<file path="config.mk">
export PLATFORM = sky130hd
export DESIGN_NAME = date_difference_days_top
export DESIGN_NICKNAME = d
export VERILOG_FILES = /design/src/design/ddd_pkg.sv /design/src/design/date_difference_days_top.sv
export SDC_FILE = /design/constraint.sdc
export NUM_CORES = 1
export LEC_CHECK = 0
export BUFFER_PORTS_ARGS = -buffer_cell sky130_fd_sc_hd__buf_2
export CAP_MARGIN = 30
export CORE_MARGIN = 8
export CORE_UTILIZATION = 55
export DETAILED_ROUTE_END_ITERATION = 7
export PLACE_DENSITY = 0.73
export SLEW_MARGIN = 25
export SYNTH_ARGS = -nofsm -noshare
export SYNTH_HDL_FRONTEND = slang
export SYNTH_SLANG_ARGS = --single-unit
</file>
<file path="constraint.sdc">
create_clock -name clk -period 11.15 [get_ports clk]
set_input_delay 1.115 -clock clk [delete_from_list [all_inputs] [get_ports clk]]
set_output_delay 1.115 -clock clk [all_outputs]
set_load 0.02 [all_outputs]
</file>
<file path="src/design/ddd_pkg.sv">
`timescale 1ns / 1ps

package ddd_pkg;

  localparam int unsigned YEAR_W  = 14;
  localparam int unsigned MONTH_W = 4;
  localparam int unsigned DAY_W   = 5;
  localparam int unsigned COUNT_W = 22;

  localparam int unsigned MAX_YEAR   = 9999;
  localparam int unsigned DAYS_NORMAL_YEAR = 365;
  localparam int unsigned COUNT_MAX  = 4194303;

  // x / 100 == (x * RECIP_100) >> RECIP_SHIFT for every x below 43699
  localparam int unsigned RECIP_100   = 5243;
  localparam int unsigned RECIP_SHIFT = 19;
  localparam int unsigned MUL_CONST_W = 13;
  localparam int unsigned PROD_W      = YEAR_W + MUL_CONST_W;

  localparam int unsigned Q100_W  = 7;
  localparam int unsigned Q400_W  = 5;
  localparam int unsigned CORR_W  = 12;
  localparam int unsigned START_W = 9;

  typedef logic [YEAR_W-1:0]  year_t;
  typedef logic [MONTH_W-1:0] month_t;
  typedef logic [DAY_W-1:0]   day_t;
  typedef logic [COUNT_W-1:0] count_t;

  typedef enum logic [4:0] {
    S_IDLE = 5'b00001,
    S_MUL  = 5'b00010,
    S_SUM  = 5'b00100,
    S_DIFF = 5'b01000,
    S_OUT  = 5'b10000
  } state_t;

  // multiplier passes, one product per cycle
  typedef enum logic [1:0] {
    M_YEAR_Q100 = 2'd0,
    M_PREV_Q100 = 2'd1,
    M_PREV_Q400 = 2'd2,
    M_BASE      = 2'd3
  } mul_step_t;

  // days before the first of month m (1..12)
  function automatic logic [START_W-1:0] month_start(input logic leap, input month_t m);
    logic [START_W-1:0] s;
    unique case (m)
      4'd1:    s = 9'd0;
      4'd2:    s = 9'd31;
      4'd3:    s = 9'd59;
      4'd4:    s = 9'd90;
      4'd5:    s = 9'd120;
      4'd6:    s = 9'd151;
      4'd7:    s = 9'd181;
      4'd8:    s = 9'd212;
      4'd9:    s = 9'd243;
      4'd10:   s = 9'd273;
      4'd11:   s = 9'd304;
      4'd12:   s = 9'd334;
      default: s = 9'd0;
    endcase
    if (leap && (m > 4'd2)) begin
      s = s + 9'd1;
    end
    return s;
  endfunction

endpackage

</file>
<file path="src/design/date_difference_days_top.sv">
`timescale 1ns / 1ps

// channel  | ports                                        | direction
// ---------+----------------------------------------------+----------
// input    | in_valid, in_stall, in_first_*, in_second_*  | in
// result   | out_valid, out_stall, out_day_count          | out
//
// from accept to out_valid, each date makes four passes through
// one shared 14x13 constant multiplier and then a sum step; a difference step ends the item
// reset clears the sequencer and out_valid; in_stall is high from accept until the
// result has been taken, so one item is in flight at a time
// out_stall holds the result in the output register as long as it is high

module date_difference_days_top (
  input  logic                   clk,
  input  logic                   rst_n,
  input  logic                   in_valid,
  output logic                   in_stall,
  input  ddd_pkg::year_t         in_first_year,
  input  ddd_pkg::month_t        in_first_month,
  input  ddd_pkg::day_t          in_first_day,
  input  ddd_pkg::year_t         in_second_year,
  input  ddd_pkg::month_t        in_second_month,
  input  ddd_pkg::day_t          in_second_day,
  output logic                   out_valid,
  input  logic                   out_stall,
  output ddd_pkg::count_t        out_day_count
);
  import ddd_pkg::*;

  state_t    state_r, state_nxt;
  mul_step_t step_r, step_nxt;
  logic      sel_r, sel_nxt;

  year_t  year_r  [2];
  month_t month_r [2];
  day_t   day_r   [2];

  logic [Q100_W-1:0] qy100_r, qp100_r;
  logic [Q400_W-1:0] qp400_r;
  count_t            base_r;
  count_t            dn_a_r, dn_b_r;
  count_t            count_r;

  year_t              cur_year, cur_prev, mul_a;
  month_t             cur_month;
  day_t               cur_day;
  logic [MUL_CONST_W-1:0] mul_b;
  logic [PROD_W-1:0]  prod;
  logic               leap, div4, div100;
  logic [CORR_W-1:0]  corr;
  count_t             dn_sum;
  count_t             diff;

  function automatic year_t clamp_year(input year_t y);
    return (y > YEAR_W'(MAX_YEAR)) ? YEAR_W'(MAX_YEAR) : y;
  endfunction

  function automatic month_t clamp_month(input month_t m);
    month_t r;
    r = m;
    if (m == 4'd0) begin
      r = 4'd1;
    end else if (m > 4'd12) begin
      r = 4'd12;
    end
    return r;
  endfunction

  assign cur_year  = sel_r ? year_r[1]  : year_r[0];
  assign cur_month = sel_r ? month_r[1] : month_r[0];
  assign cur_day   = sel_r ? day_r[1]   : day_r[0];
  assign cur_prev  = cur_year - YEAR_W'(1);

  // shared multiplier: operand and constant chosen by the pass
  always_comb begin
    unique case (step_r)
      M_YEAR_Q100: begin mul_a = cur_year;              mul_b = MUL_CONST_W'(RECIP_100); end
      M_PREV_Q100: begin mul_a = cur_prev;              mul_b = MUL_CONST_W'(RECIP_100); end
      M_PREV_Q400: begin mul_a = {2'b00, cur_prev[YEAR_W-1:2]};
                         mul_b = MUL_CONST_W'(RECIP_100); end
      M_BASE:      begin mul_a = cur_year;              mul_b = MUL_CONST_W'(DAYS_NORMAL_YEAR); end
      default:     begin mul_a = cur_year;              mul_b = MUL_CONST_W'(RECIP_100); end
    endcase
  end

  assign prod = PROD_W'(mul_a) * PROD_W'(mul_b);

  // leap: divisible by 4, and either not by 100 or by 400
  assign div4   = (cur_year[1:0] == 2'b00);
  assign div100 = ((YEAR_W'(qy100_r) * YEAR_W'(100)) == cur_year);
  assign leap   = div4 && (!div100 || (qy100_r[1:0] == 2'b00));

  // leap days before the year, year zero counted as a leap year
  assign corr = (cur_year == '0) ? '0 :
                CORR_W'(1) + CORR_W'(cur_prev[YEAR_W-1:2]) + CORR_W'(qp400_r)
                - CORR_W'(qp100_r);

  assign dn_sum = base_r + COUNT_W'(corr) + COUNT_W'(month_start(leap, cur_month))
                  + COUNT_W'(cur_day);

  always_comb begin
    count_t d;
    d    = (dn_a_r > dn_b_r) ? (dn_a_r - dn_b_r) : (dn_b_r - dn_a_r);
    diff = (d > COUNT_W'(COUNT_MAX)) ? COUNT_W'(COUNT_MAX) : d;
  end

  always_comb begin
    state_nxt = state_r;
    step_nxt  = step_r;
    sel_nxt   = sel_r;
    unique case (state_r)
      S_IDLE: begin
        if (in_valid) begin
          state_nxt = S_MUL;
          step_nxt  = M_YEAR_Q100;
          sel_nxt   = 1'b0;
        end
      end
      S_MUL: begin
        if (step_r == M_BASE) begin
          state_nxt = S_SUM;
        end else begin
          step_nxt = mul_step_t'(step_r + 2'd1);
        end
      end
      S_SUM: begin
        if (sel_r) begin
          state_nxt = S_DIFF;
        end else begin
          state_nxt = S_MUL;
          step_nxt  = M_YEAR_Q100;
          sel_nxt   = 1'b1;
        end
      end
      S_DIFF: state_nxt = S_OUT;
      S_OUT: begin
        if (!out_stall) begin
          state_nxt = S_IDLE;
        end
      end
      default: state_nxt = S_IDLE;
    endcase
  end

  always_ff @(posedge clk) begin
    if (!rst_n) begin
      state_r <= S_IDLE;
      step_r  <= M_YEAR_Q100;
      sel_r   <= 1'b0;
    end else begin
      state_r <= state_nxt;
      step_r  <= step_nxt;
      sel_r   <= sel_nxt;
    end
  end

  always_ff @(posedge clk) begin
    if (state_r == S_IDLE && in_valid) begin
      year_r[0]  <= clamp_year(in_first_year);
      month_r[0] <= clamp_month(in_first_month);
      day_r[0]   <= in_first_day;
      year_r[1]  <= clamp_year(in_second_year);
      month_r[1] <= clamp_month(in_second_month);
      day_r[1]   <= in_second_day;
    end
    if (state_r == S_MUL) begin
      unique case (step_r)
        M_YEAR_Q100: qy100_r <= prod[RECIP_SHIFT +: Q100_W];
        M_PREV_Q100: qp100_r <= prod[RECIP_SHIFT +: Q100_W];
        M_PREV_Q400: qp400_r <= prod[RECIP_SHIFT +: Q400_W];
        M_BASE:      base_r  <= prod[COUNT_W-1:0];
        default:     base_r  <= prod[COUNT_W-1:0];
      endcase
    end
    if (state_r == S_SUM) begin
      if (sel_r) begin
        dn_b_r <= dn_sum;
      end else begin
        dn_a_r <= dn_sum;
      end
    end
    if (state_r == S_DIFF) begin
      count_r <= diff;
    end
  end

  assign in_stall      = (state_r != S_IDLE);
  assign out_valid     = (state_r == S_OUT);
  assign out_day_count = count_r;

endmodule

</file>
==> report_table.html, run 1 <==
<table>
<tr><th>Metric</th><th>Value</th></tr>
<tr><th colspan="2">Floorplan</th></tr>
<tr><td>Chip Height</td><td>187 um</td></tr>
<tr><td>Die outline area</td><td>35000 um^2</td></tr>
<tr><td>Number of placement rows</td><td>62</td></tr>
<tr><td>X dimension of the die</td><td>187 um</td></tr>
<tr><td>Initial standard-cell utilization of the core</td><td>55.9%</td></tr>
<tr><td>Area inside the core boundary</td><td>28800 um^2</td></tr>
<tr><td>Number of placed I/O pins</td><td>74</td></tr>
<tr><th colspan="2">Global routing</th></tr>
<tr><td>First-pass GRT wire length</td><td>57.6 mm</td></tr>
<tr><td>Global route overflow</td><td>0</td></tr>
<tr><td>Maximum number of pins on one net before global-route repair</td><td>37</td></tr>
<tr><td>Number of global-route vias before repair</td><td>11718</td></tr>
<tr><td>Global-route usage over all layers</td><td>20.0%</td></tr>
<tr><td>Number of antenna violations at the first check in global routing</td><td>1</td></tr>
<tr><th colspan="2">Timing</th></tr>
<tr><td>Max_slew headroom</td><td>43.4%</td></tr>
<tr><td>Number of hold-slack violations in the final timing report</td><td>0</td></tr>
<tr><td>Max-slew violation total from the final report</td><td>0</td></tr>
<tr><td>Clock Skews</td><td>0.0192 ns</td></tr>
<tr><td>Final period utilization</td><td>75.1%</td></tr>
<tr><td>Transition at the pin with the smallest max-transition slack</td><td>0.843 ns</td></tr>
<tr><td>Fin Setup TNS</td><td>0 ns</td></tr>
<tr><td>Setup repair after global routing missed its margin</td><td>no</td></tr>
<tr><td>Total setup violations reported at the end of the flow</td><td>0</td></tr>
<tr><td>Max Fclk</td><td>119 MHz</td></tr>
<tr><td>Shortest period the worst path allows</td><td>8.38 ns</td></tr>
<tr><th colspan="2">Min path</th></tr>
<tr><td>Worst Min Path Start</td><td>step_r[1]</td></tr>
<tr><td>Cell depth of the worst min-delay path</td><td>2</td></tr>
<tr><td>Endpoint with the worst hold slack</td><td>step_r[1]</td></tr>
<tr><td>HP Class</td><td>reg2reg</td></tr>
<tr><th colspan="2">Route</th></tr>
<tr><td>Detail Route Antenna Nets</td><td>0</td></tr>
<tr><td>Post-DR wirelength/cell</td><td>17.1 um</td></tr>
<tr><td>Number of remaining DRC errors</td><td>0</td></tr>
<tr><td>Initial detailed-routing violation count</td><td>572</td></tr>
<tr><td>Total Routed Length</td><td>35.0 mm</td></tr>
<tr><td>Via Count</td><td>11379</td></tr>
<tr><td>Vias per cell</td><td>5.55</td></tr>
<tr><td>Detailed Routing Iterations Pass 1</td><td>5</td></tr>
<tr><th colspan="2">Worst setup path</th></tr>
<tr><td>Worst EP required</td><td>11.34 ns</td></tr>
<tr><td>Buf/Inv on CP</td><td>5</td></tr>
<tr><td>Worst flop-to-flop path endpoint</td><td>qp100_r[5]</td></tr>
<tr><td>Critical path startpoint category</td><td>register</td></tr>
<tr><td>Register-to-Register Path Depth</td><td>29</td></tr>
<tr><td>Internal reg-to-reg setup slack</td><td>2.77 ns</td></tr>
<tr><td>Critical path start-end classification</td><td>reg2reg</td></tr>
<tr><td>Arrival time of the worst setup path</td><td>8.57 ns</td></tr>
<tr><td>R2R Path Start</td><td>sel_r</td></tr>
<tr><td>Crit path max-delay cell type</td><td>sky130_fd_sc_hd__dfxtp_2</td></tr>
<tr><td>Maximum fanout encountered on the critical timing path</td><td>24</td></tr>
<tr><td>CP peak stage delay</td><td>0.57 ns</td></tr>
<tr><td>Endpoint type of the worst setup path</td><td>register</td></tr>
<tr><td>Kind of cell adding the most delay to the critical path</td><td>adder cells</td></tr>
<tr><th colspan="2">Placed design</th></tr>
<tr><td>Cell total after placement</td><td>2014</td></tr>
<tr><td>Number of buffers inserted by port buffering</td><td>73</td></tr>
<tr><td>Placer's final routability congestion estimate</td><td>0.923</td></tr>
<tr><td>HPWL after DPL</td><td>28.4 mm</td></tr>
<tr><th colspan="2">Clocking</th></tr>
<tr><td>Insertion delay to the later sink of the worst-skew pair</td><td>0.44 ns</td></tr>
<tr><td>Hold-fix buffers, CTS</td><td>0</td></tr>
<tr><td>CTS tree</td><td>built</td></tr>
<tr><td>Num CTS Buffers</td><td>17</td></tr>
<tr><td>Number of levels the H-tree was split into</td><td>4</td></tr>
<tr><td>CTS Root Cell</td><td>sky130_fd_sc_hd__clkbuf_16</td></tr>
<tr><td>Number of setup buffers added after CTS</td><td>0</td></tr>
<tr><td>Clock Tree Buf Depth</td><td>2</td></tr>
<tr><td>Clock sink total</td><td>161</td></tr>
<tr><td>CTS clock-pin slew for the worst setup and hold paths</td><td>0.07 ns</td></tr>
<tr><td>Quantity of gates resized following cts</td><td>0</td></tr>
<tr><th colspan="2">Final layout</th></tr>
<tr><td>Area growth from synthesis to final layout</td><td>8.20%</td></tr>
<tr><td>Layout filler cell count</td><td>2411</td></tr>
<tr><td>Final-stage net count</td><td>2030</td></tr>
<tr><td>Antenna cell count</td><td>0</td></tr>
<tr><td>Post-Layout Cell Count</td><td>2050</td></tr>
<tr><td>Proportion of layout cells with a drive suffix above 1</td><td>10.3%</td></tr>
<tr><th colspan="2">Yosys</th></tr>
<tr><td>Share of the yosys chip area belonging to registers</td><td>29.5%</td></tr>
<tr><td>Post-Synthesis Cells</td><td>1593</td></tr>
<tr><td>Ys Warns</td><td>0</td></tr>
<tr><td>Synthesized flop and latch total</td><td>161</td></tr>
<tr><td>Netlist cell types</td><td>84</td></tr>
<tr><td>Post-synth EDFFs</td><td>153</td></tr>
<tr><td>Primary FF master, synth</td><td>sky130_fd_sc_hd__edfxtp_1</td></tr>
<tr><td>Fraction of registers with async set/reset</td><td>0%</td></tr>
<tr><td>Average cell area after synthesis</td><td>10.1 um^2</td></tr>
<tr><td>Mapped cell area</td><td>16100 um^2</td></tr>
<tr><th colspan="2">Run status</th></tr>
<tr><td>Run status</td><td>completed</td></tr>
<tr><th colspan="2">Flow run</th></tr>
<tr><td>Number of max-cap violations</td><td>0</td></tr>
</table>
[cells in the final DEF, fill, tap and decap left out, types with 14 or more instances in the layout]
cell / synthesis / routed
sky130_fd_sc_hd__edfxtp_1: 153 / 153
sky130_fd_sc_hd__and2_1: 23 / 22
sky130_fd_sc_hd__clkbuf_16: 0 / 17
sky130_fd_sc_hd__xnor2_1: 72 / 72
sky130_fd_sc_hd__nor2_1: 98 / 96
sky130_fd_sc_hd__nor3_1: 27 / 27
sky130_fd_sc_hd__inv_1: 275 / 275
sky130_fd_sc_hd__a211oi_1: 18 / 18
sky130_fd_sc_hd__mux2i_1: 25 / 25
sky130_fd_sc_hd__ha_1: 225 / 225
sky130_fd_sc_hd__fa_1: 102 / 102
sky130_fd_sc_hd__buf_2: 7 / 74
sky130_fd_sc_hd__nand2b_1: 29 / 29
sky130_fd_sc_hd__xor2_1: 32 / 32
sky130_fd_sc_hd__and3_1: 15 / 14
sky130_fd_sc_hd__nor2b_1: 19 / 19
sky130_fd_sc_hd__o21ai_0: 39 / 39
sky130_fd_sc_hd__nand2_1: 49 / 49
sky130_fd_sc_hd__a21oi_1: 92 / 92
sky130_fd_sc_hd__a21o_1: 42 / 42
sky130_fd_sc_hd__nand3_1: 24 / 24
[flip-flops by register name (all words and copies together), names as in the netlist, 8 cells and up]
name           count
year_r            28
dn_b_r            22
dn_a_r            22
out_day_count     22
day_r             10
base_r            22
month_r            8
[cell families (layout without fill, tap and decap cells)]
kind of cell / Yosys count / after routing / synth area share [%]
other: 2 / 3 / 0.0467
AND/OR/NAND/NOR: 346 / 346 / 11.2
AO/OA/AOI/OAI: 294 / 294 / 12.5
adder cells (fa/ha/maj): 327 / 327 / 30.2
XOR/XNOR: 105 / 105 / 5.76
multiplexers: 39 / 39 / 2.74
flip-flops: 161 / 161 / 29.5
buffers and inverters: 319 / 391 / 8.02
[worst max-delay path by stage]
stage,startpoint,cells after the start,endpoint,slack [ns]
final,sel_r,29,qp100_r[5],2.77
after floorplan,sel_r,32,qp100_r[5],3.36
after CTS,sel_r,28,qp100_r[5],2.50
after global routing,sel_r,29,qp100_r[5],2.23
after detailed placement,sel_r,28,qp100_r[5],2.53
after global placement,sel_r,28,qp100_r[5],2.63
[area by class of cell]
class                   count  area [um^2]  share of cell area (%)
clock buffers              17          425                    2.44
clock inverters            15          160                   0.920
inverters                 275         1030                    5.93
multi-input cells        1114        10100                    57.9
flip-flops and latches    161         4760                    27.3
well taps                 384          480                    2.76
repair buffers             84          478                    2.75
[tightest hold or removal path: cells and delay by family, from the launching register on]
family,cells,cell delay (ns)
simple gates,1,0.07
compound gates,1,0.07
flops,1,0.34
[per-layer routing]
layer | routed length, um | global-route usage, % | share of wire, %
met5 | 4 | 0 | 0.011
met3 | 1120 | 3.04 | 3.2
met2 | 17700 | 36.6 | 51
met1 | 15300 | 23.9 | 44
met4 | 821 | 6.08 | 2.3
[metrics by stage]
step	area, um^2	hold slack (ns)	worst slack, ns	utilization (%)
2_1_floorplan	16100	0.487	3.36	-
3_3_place_gp	16700	0.509	2.63	58.2
3_5_place_dp	16800	0.524	2.53	58.3
4_1_cts	17400	0.530	2.50	60.3
5_1_grt	17400	0.563	2.23	60.5
6_report	17400	0.527	2.77	60.5
[Yosys cell counts (7+ instances only)]
cell type,count,area (um^2)
sky130_fd_sc_hd__and2_1,23,144
sky130_fd_sc_hd__a211oi_1,18,135
sky130_fd_sc_hd__mux2_2,8,90.1
sky130_fd_sc_hd__xnor2_1,72,631
sky130_fd_sc_hd__o21bai_1,7,52.6
sky130_fd_sc_hd__a21boi_0,10,75.1
sky130_fd_sc_hd__o211ai_1,8,60.1
sky130_fd_sc_hd__and3_1,15,93.8
sky130_fd_sc_hd__mux2i_1,25,250
sky130_fd_sc_hd__a21o_1,42,315
sky130_fd_sc_hd__o21ai_0,39,195
sky130_fd_sc_hd__o21a_1,9,67.6
sky130_fd_sc_hd__xor2_1,32,280
sky130_fd_sc_hd__a31oi_1,7,43.8
sky130_fd_sc_hd__nand3_1,24,120
sky130_fd_sc_hd__nor3b_1,9,67.6
sky130_fd_sc_hd__nor2b_1,19,119
sky130_fd_sc_hd__inv_1,275,1030
sky130_fd_sc_hd__clkbuf_1,27,101
sky130_fd_sc_hd__a21oi_1,92,460
sky130_fd_sc_hd__buf_2,7,35.0
sky130_fd_sc_hd__edfxtp_1,153,4590
sky130_fd_sc_hd__nand2_1,49,184
sky130_fd_sc_hd__nor3_1,27,135
sky130_fd_sc_hd__nand2b_1,29,181
sky130_fd_sc_hd__nor2_1,98,368
sky130_fd_sc_hd__nand4_1,11,68.8
sky130_fd_sc_hd__dfxtp_1,8,160
sky130_fd_sc_hd__fa_1,102,2040
sky130_fd_sc_hd__ha_1,225,2820
Power of run 1 is not shown: default switching activity piles up to over one toggle a cycle in this logic, so the estimate is an artifact.
==> inputs of run 2 (changes only) <==
clock period = 8.3 ns   (was 11.15 ns; I/O delays follow)
==> run 2 against run 1 <==
Against the previous run: register-to-register slack worse by 2.3 ns; hold slack better by 0.011 ns; via count down 0.65%; maximum frequency rose by 6.5%; core utilization up 0.72 points; flip-flop and latch count stayed put; clock-buffer cell count is the same; largest cell class unchanged.
==> report_table.html, run 2 (same netlist as run 1, synthesis figures left out) <==
<table>
<tr><th>Metric</th><th>Value</th></tr>
<tr><th colspan="2">Timing</th></tr>
<tr><td>Max Fclk</td><td>127 MHz (+6.5%)</td></tr>
<tr><td>Final period utilization</td><td>94.8% (+20 points)</td></tr>
<tr><td>Setup repair after global routing missed its margin</td><td>no</td></tr>
<tr><td>Max_slew headroom</td><td>41.2% (-2.2 points)</td></tr>
<tr><td>Clock Skews</td><td>0.0157 ns (-0.00343 ns)</td></tr>
<tr><td>Shortest period the worst path allows</td><td>7.87 ns (-0.513 ns)</td></tr>
<tr><td>Total setup violations reported at the end of the flow</td><td>0 (unchanged)</td></tr>
<tr><td>Fin Setup TNS</td><td>0 ns (unchanged)</td></tr>
<tr><td>Max-slew violation total from the final report</td><td>0 (unchanged)</td></tr>
<tr><td>Number of hold-slack violations in the final timing report</td><td>0 (unchanged)</td></tr>
<tr><td>Transition at the pin with the smallest max-transition slack</td><td>0.857 ns (+0.0139 ns)</td></tr>
<tr><th colspan="2">Worst setup path</th></tr>
<tr><td>Critical path start-end classification</td><td>reg2reg</td></tr>
<tr><td>Arrival time of the worst setup path</td><td>8.05 ns (-0.52 ns)</td></tr>
<tr><td>Worst EP required</td><td>8.48 ns (-2.86 ns)</td></tr>
<tr><td>Maximum fanout encountered on the critical timing path</td><td>16 (-33%)</td></tr>
<tr><td>Endpoint type of the worst setup path</td><td>register</td></tr>
<tr><td>Critical path startpoint category</td><td>register</td></tr>
<tr><td>CP peak stage delay</td><td>0.53 ns (-0.04 ns)</td></tr>
<tr><td>Crit path max-delay cell type</td><td>sky130_fd_sc_hd__fa_1</td></tr>
<tr><th colspan="2">Flow run</th></tr>
<tr><td>Number of max-cap violations</td><td>0 (unchanged)</td></tr>
<tr><th colspan="2">Final layout</th></tr>
<tr><td>Storage element area</td><td>4760 um^2 (about the same)</td></tr>
<tr><td>Layout filler cell count</td><td>2407 (-0.17%)</td></tr>
<tr><td>Commonest cells after routing, fill and taps aside</td><td>sky130_fd_sc_hd__inv_1 (275), sky130_fd_sc_hd__ha_1 (225), sky130_fd_sc_hd__edfxtp_1 (153), sky130_fd_sc_hd__fa_1 (102), sky130_fd_sc_hd__nor2_1 (96)</td></tr>
<tr><td>Most common cell after layout, fill and taps aside</td><td>sky130_fd_sc_hd__inv_1</td></tr>
<tr><td>Max reg flops</td><td>28 (unchanged)</td></tr>
<tr><td>Top reg by flops</td><td>year_r</td></tr>
<tr><td>Proportion of layout cells with a drive suffix above 1</td><td>11.7% (+1.5 points)</td></tr>
<tr><td>Antenna cell count</td><td>0 (unchanged)</td></tr>
<tr><td>Area used by multi-input combinational logic</td><td>10100 um^2 (+0.24%)</td></tr>
<tr><td>Final-stage net count</td><td>2054 (+1.2%)</td></tr>
<tr><td>Area growth from synthesis to final layout</td><td>9.49%</td></tr>
<tr><th colspan="2">Clocking</th></tr>
<tr><td>Quantity of gates resized following cts</td><td>0 (unchanged)</td></tr>
<tr><td>CTS tree</td><td>built</td></tr>
<tr><td>CTS Root Cell</td><td>sky130_fd_sc_hd__clkbuf_16</td></tr>
<tr><td>CTS clock-pin slew for the worst setup and hold paths</td><td>0.08 ns (about the same)</td></tr>
<tr><td>Number of setup buffers added after CTS</td><td>0 (unchanged)</td></tr>
<tr><td>Insertion delay to the later sink of the worst-skew pair</td><td>0.43 ns (about the same)</td></tr>
<tr><td>Num CTS Buffers</td><td>17 (unchanged)</td></tr>
<tr><td>Number of levels the H-tree was split into</td><td>4 (unchanged)</td></tr>
<tr><td>Clock Tree Buf Depth</td><td>2 (unchanged)</td></tr>
<tr><td>Clock sink total</td><td>161 (unchanged)</td></tr>
<tr><td>Hold-fix buffers, CTS</td><td>0 (unchanged)</td></tr>
<tr><th colspan="2">Global routing</th></tr>
<tr><td>Number of antenna violations at the first check in global routing</td><td>0 (-1)</td></tr>
<tr><td>Global-route usage over all layers</td><td>20.3% (+0.30 points)</td></tr>
<tr><td>Number of global-route vias before repair</td><td>11865 (+1.3%)</td></tr>
<tr><td>Global route overflow</td><td>0 (unchanged)</td></tr>
<tr><td>First-pass GRT wire length</td><td>58.4 mm (+1.5%)</td></tr>
<tr><td>Maximum number of pins on one net before global-route repair</td><td>29 (-22%)</td></tr>
<tr><th colspan="2">Floorplan</th></tr>
<tr><td>Chip Height</td><td>187 um (unchanged)</td></tr>
<tr><td>X dimension of the die</td><td>187 um (unchanged)</td></tr>
<tr><td>Die outline area</td><td>35000 um^2 (unchanged)</td></tr>
<tr><td>Number of placement rows</td><td>62 (unchanged)</td></tr>
<tr><td>Area inside the core boundary</td><td>28800 um^2 (unchanged)</td></tr>
<tr><td>Initial standard-cell utilization of the core</td><td>55.9% (unchanged)</td></tr>
<tr><td>Number of placed I/O pins</td><td>74 (unchanged)</td></tr>
<tr><th colspan="2">Min path</th></tr>
<tr><td>HP Class</td><td>reg2reg</td></tr>
<tr><th colspan="2">Run status</th></tr>
<tr><td>Run status</td><td>completed</td></tr>
<tr><th colspan="2">Placed design</th></tr>
<tr><td>HPWL after DPL</td><td>28.8 mm (+1.3%)</td></tr>
<tr><td>Number of buffers inserted by port buffering</td><td>73 (unchanged)</td></tr>
<tr><td>Placer's final routability congestion estimate</td><td>0.898 (-2.6%)</td></tr>
<tr><th colspan="2">Route</th></tr>
<tr><td>Total Routed Length</td><td>35.1 mm (+0.31%)</td></tr>
<tr><td>Number of remaining DRC errors</td><td>0 (unchanged)</td></tr>
<tr><td>Initial detailed-routing violation count</td><td>550 (-3.8%)</td></tr>
<tr><td>Vias per cell</td><td>5.45 (-1.8%)</td></tr>
<tr><td>Post-DR wirelength/cell</td><td>16.9 um (-0.85%)</td></tr>
<tr><td>Detailed Routing Iterations Pass 1</td><td>5 (unchanged)</td></tr>
<tr><td>Via Count</td><td>11305 (-0.65%)</td></tr>
<tr><td>Detail Route Antenna Nets</td><td>0 (unchanged)</td></tr>
</table>
## run 2: per-stage QoR
| stage | utilization (%) | area (um^2) | hold slack [ns] | std cells | setup slack [ns] |
|---|---|---|---|---|---|
| after floorplan | - | 16100 | 0.487 | 1594 | 0.511 |
| after global placement | 58.9 | 16900 | 0.506 | 2039 | 0.519 |
| after detailed placement | 59.0 | 17000 | 0.539 | 2041 | 0.321 |
| after CTS | 61.1 | 17600 | 0.549 | 2073 | 0.301 |
| after global routing | 61.2 | 17600 | 0.548 | 2074 | 0.0288 |
| final | 61.2 | 17600 | 0.538 | 2074 | 0.435 |
## run 2: cell type report
type | count | share of cell area, %
clock buffers | 17 | 2.41
clock inverters | 15 | 0.973
inverters | 275 | 5.86
multi-input cells | 1114 | 57.3
flip-flops and latches | 161 | 27.0
well taps | 384 | 2.73
repair buffers | 108 | 3.68
## run 2: worst max-delay path: cells and delay by family (launching register included)
| family | cells | cell delay [ns] |
|---|---|---|
| xor+xnor | 2 | 0.32 |
| compound gates | 8 | 1.78 |
| buf+inv | 5 | 0.35 |
| flops | 1 | 0.50 |
| simple gates | 5 | 1.23 |
| fa+ha+maj | 7 | 3.11 |
| mux | 1 | 0.31 |
## run 2: per-layer routing
layer	track usage [%]	wire [um]	part of all wire, %
met1	24.0	15000	43
met2	36.5	17600	50
met3	3.26	1290	3.7
met4	8.19	1140	3.3
met5	0	0	0
## run 2: worst paths after layout
kind / from / to / slack (ns) / depth (start not counted)
min reg2reg: step_r[1] / step_r[1] / 0.54 / 2
min: step_r[1] / step_r[1] / 0.54 / 2
max: sel_r / qy100_r[5] / 0.43 / 28
max reg2reg: sel_r / qy100_r[5] / 0.43 / 28
Power of run 2 is left out for the same reason.
==> inputs of run 3 (changes only) <==
clock period = 7.24 ns   (was 8.3 ns; I/O delays follow)
==> run 3 against run 2 <==
Against the previous run: flip-flop and latch count is the same; first-iteration DRC count rose by 18%; critical path depth rose by 1; maximum frequency increased by 11%; worst setup slack got worse by 0.30 ns; design area up 6.9%; via count rose by 5.2%; hold slack worse by 0.086 ns; sequential share of layout area fell by 1.7 points; routed wire length is 6.8% higher; core utilization grew 4.2 points; clock-buffer cell count did not move; highest routed layer unchanged.
==> report_table.html, run 3 (same netlist as run 1, synthesis figures left out) <==
<table>
<tr><th>Metric</th><th>Value</th></tr>
<tr><th colspan="2">Run status</th></tr>
<tr><td>Run status</td><td>completed</td></tr>
<tr><th colspan="2">Global routing</th></tr>
<tr><td>Number of antenna violations at the first check in global routing</td><td>0 (unchanged)</td></tr>
<tr><td>First-pass GRT wire length</td><td>60.5 mm (+3.5%)</td></tr>
<tr><td>Maximum number of pins on one net before global-route repair</td><td>34 (+17%)</td></tr>
<tr><td>Global-route usage over all layers</td><td>21.1% (+0.76 points)</td></tr>
<tr><td>Global route overflow</td><td>0 (unchanged)</td></tr>
<tr><td>Number of global-route vias before repair</td><td>12474 (+5.1%)</td></tr>
<tr><th colspan="2">Clocking</th></tr>
<tr><td>Hold-fix buffers, CTS</td><td>0 (unchanged)</td></tr>
<tr><td>Insertion delay to the later sink of the worst-skew pair</td><td>0.45 ns (+0.02 ns)</td></tr>
<tr><td>CTS Root Cell</td><td>sky130_fd_sc_hd__clkbuf_16</td></tr>
<tr><td>Clock sink total</td><td>161 (unchanged)</td></tr>
<tr><td>Num CTS Buffers</td><td>17 (unchanged)</td></tr>
<tr><td>Number of levels the H-tree was split into</td><td>4 (unchanged)</td></tr>
<tr><td>CTS clock-pin slew for the worst setup and hold paths</td><td>0.08 ns (about the same)</td></tr>
<tr><td>CTS tree</td><td>built</td></tr>
<tr><td>Clock Tree Buf Depth</td><td>2 (unchanged)</td></tr>
<tr><th colspan="2">Timing</th></tr>
<tr><td>Number of hold-slack violations in the final timing report</td><td>0 (unchanged)</td></tr>
<tr><td>Shortest period the worst path allows</td><td>7.11 ns (-0.756 ns)</td></tr>
<tr><td>Total setup violations reported at the end of the flow</td><td>0 (unchanged)</td></tr>
<tr><td>Max_slew headroom</td><td>45.3% (+4.1 points)</td></tr>
<tr><td>Max-slew violation total from the final report</td><td>0 (unchanged)</td></tr>
<tr><td>Final period utilization</td><td>98.2% (+3.4 points)</td></tr>
<tr><td>Max Fclk</td><td>141 MHz (+11%)</td></tr>
<tr><td>Transition at the pin with the smallest max-transition slack</td><td>0.798 ns (-0.0591 ns)</td></tr>
<tr><td>Clock Skews</td><td>0.0137 ns (-0.00205 ns)</td></tr>
<tr><th colspan="2">Route</th></tr>
<tr><td>Met3 wirelength from detailed routing</td><td>1.42 mm (+10%)</td></tr>
<tr><td>Post-DR wirelength/cell</td><td>17.3 um (+2.1%)</td></tr>
<tr><td>Detail Route Antenna Nets</td><td>0 (unchanged)</td></tr>
<tr><td>Met2 routed wirelength</td><td>19.3 mm (+9.5%)</td></tr>
<tr><td>Via Count</td><td>11891 (+5.2%)</td></tr>
<tr><td>Detailed Routing Iterations Pass 1</td><td>5 (unchanged)</td></tr>
<tr><td>Number of remaining DRC errors</td><td>0 (unchanged)</td></tr>
<tr><td>Total Routed Length</td><td>37.5 mm (+6.8%)</td></tr>
<tr><td>Routed met1 length</td><td>15.5 mm (+3.3%)</td></tr>
<tr><td>Top layer reached by signal wires</td><td>met4</td></tr>
<tr><td>Vias per cell</td><td>5.48 (+0.53%)</td></tr>
<tr><td>Initial detailed-routing violation count</td><td>648 (+18%)</td></tr>
<tr><th colspan="2">Placed design</th></tr>
<tr><td>Placer's final routability congestion estimate</td><td>0.914 (+1.7%)</td></tr>
<tr><td>Number of buffers inserted by port buffering</td><td>73 (unchanged)</td></tr>
<tr><td>HPWL after DPL</td><td>30.1 mm (+4.7%)</td></tr>
<tr><th colspan="2">Worst setup path</th></tr>
<tr><td>Critical path start-end classification</td><td>reg2reg</td></tr>
<tr><td>Register-to-Register Path Depth</td><td>29 (+3.6%)</td></tr>
<tr><td>CP peak stage delay</td><td>0.52 ns (about the same)</td></tr>
<tr><td>Worst EP required</td><td>7.44 ns (-1.04 ns)</td></tr>
<tr><td>Critical path startpoint category</td><td>register</td></tr>
<tr><td>Endpoint type of the worst setup path</td><td>register</td></tr>
<tr><td>CP endpoint</td><td>qp100_r[5]</td></tr>
<tr><td>Kind of cell adding the most delay to the critical path</td><td>adder cells</td></tr>
<tr><td>Crit path max-delay cell type</td><td>sky130_fd_sc_hd__fa_1</td></tr>
<tr><td>First element of the critical path</td><td>sel_r</td></tr>
<tr><td>R2R Path Start</td><td>sel_r</td></tr>
<tr><td>Arrival time of the worst setup path</td><td>7.31 ns (-0.74 ns)</td></tr>
<tr><td>Maximum fanout encountered on the critical timing path</td><td>8 (-8)</td></tr>
<tr><td>Logic depth of the worst path, buffers included</td><td>29 (+3.6%)</td></tr>
<tr><td>Worst flop-to-flop path endpoint</td><td>qp100_r[5]</td></tr>
<tr><td>Buf/Inv on CP</td><td>6 (+1)</td></tr>
<tr><td>Internal reg-to-reg setup slack</td><td>0.13 ns (-0.30 ns)</td></tr>
<tr><th colspan="2">Final layout</th></tr>
<tr><td>Max reg flops</td><td>28 (unchanged)</td></tr>
<tr><td>Proportion of layout cells with a drive suffix above 1</td><td>20.3% (+8.6 points)</td></tr>
<tr><td>Top reg by flops</td><td>year_r</td></tr>
<tr><td>Most common cell after layout, fill and taps aside</td><td>sky130_fd_sc_hd__inv_1</td></tr>
<tr><td>Finished Core Util</td><td>65.4% (+4.2 points)</td></tr>
<tr><td>Area growth from synthesis to final layout</td><td>17.1%</td></tr>
<tr><td>Commonest cells after routing, fill and taps aside</td><td>sky130_fd_sc_hd__inv_1 (269), sky130_fd_sc_hd__ha_1 (218), sky130_fd_sc_hd__edfxtp_1 (153), sky130_fd_sc_hd__buf_4 (124), sky130_fd_sc_hd__fa_1 (100)</td></tr>
<tr><td>Final-stage net count</td><td>2150 (+4.7%)</td></tr>
<tr><td>Antenna cell count</td><td>0 (unchanged)</td></tr>
<tr><th colspan="2">Floorplan</th></tr>
<tr><td>Die outline area</td><td>35000 um^2 (unchanged)</td></tr>
<tr><td>Chip Height</td><td>187 um (unchanged)</td></tr>
<tr><td>Initial standard-cell utilization of the core</td><td>55.9% (unchanged)</td></tr>
<tr><td>Number of placement rows</td><td>62 (unchanged)</td></tr>
<tr><td>Number of placed I/O pins</td><td>74 (unchanged)</td></tr>
<tr><td>X dimension of the die</td><td>187 um (unchanged)</td></tr>
<tr><td>Area inside the core boundary</td><td>28800 um^2 (unchanged)</td></tr>
<tr><th colspan="2">Min path</th></tr>
<tr><td>HP Class</td><td>in2reg</td></tr>
<tr><td>Cell depth of the worst min-delay path</td><td>1 (-1)</td></tr>
<tr><th colspan="2">Flow run</th></tr>
<tr><td>Number of max-cap violations</td><td>0 (unchanged)</td></tr>
</table>
[run 3: cell types whose count changed in the layout (fill, tap and decap cells not counted), sizes merged]
cell / change
buf: +96
inv: +3
bufinv: +1
clkinv: -4
[run 3: area by class of cell]
class / instances / area [um^2]
Multi-Input combinational cell: 1114 / 10500
Fill cell: 2276 / 9940
Sequential cell: 161 / 4760
Timing Repair Buffer: 204 / 1400
Inverter: 275 / 1030
Tap cell: 384 / 480
Clock buffer: 17 / 425
Clock inverter: 15 / 205
[run 3: worst min path at each step]
stage                     startpoint           to  slack [ns]
detailed placement         step_r[1]    step_r[1]        0.53
global placement           step_r[1]    step_r[1]        0.51
CTS                  in_first_day[0]  day_r[0][0]        0.44
floorplan                  step_r[1]    step_r[1]        0.49
finish               in_first_day[0]  day_r[0][0]        0.45
global route        in_second_day[3]  day_r[0][8]        0.44
[run 3: through the flow]
stage	hold WS, ns	cells	cell area, um^2	worst slack (ns)	TNS, ns
after floorplan	0.487	1594	16200	-0.0566	-0.113
after global placement	0.506	2116	17600	0.0917	0
after detailed placement	0.528	2118	17600	-0.0652	-0.260
after CTS	0.437	2151	18300	0.0466	0
after global routing	0.438	2170	18800	-0.110	-0.582
final	0.452	2170	18800	0.131	0
[run 3: timing repair]
action	in CTS	in global routing
setup buffers	1	20
endpoints found under the setup margin	8	33
gates resized for setup	6	80
pin swaps	0	28
[run 3: routing by layer]
layer | GRT usage (%) | vias to the layer above
met3 | 3.15 | 78
met2 | 38.1 | 229
met4 | 8.49 | 0
met1 | 24.8 | 5765
met5 | 0 | -
li1 | - | 5819
Power of run 3 is left out for the same reason.
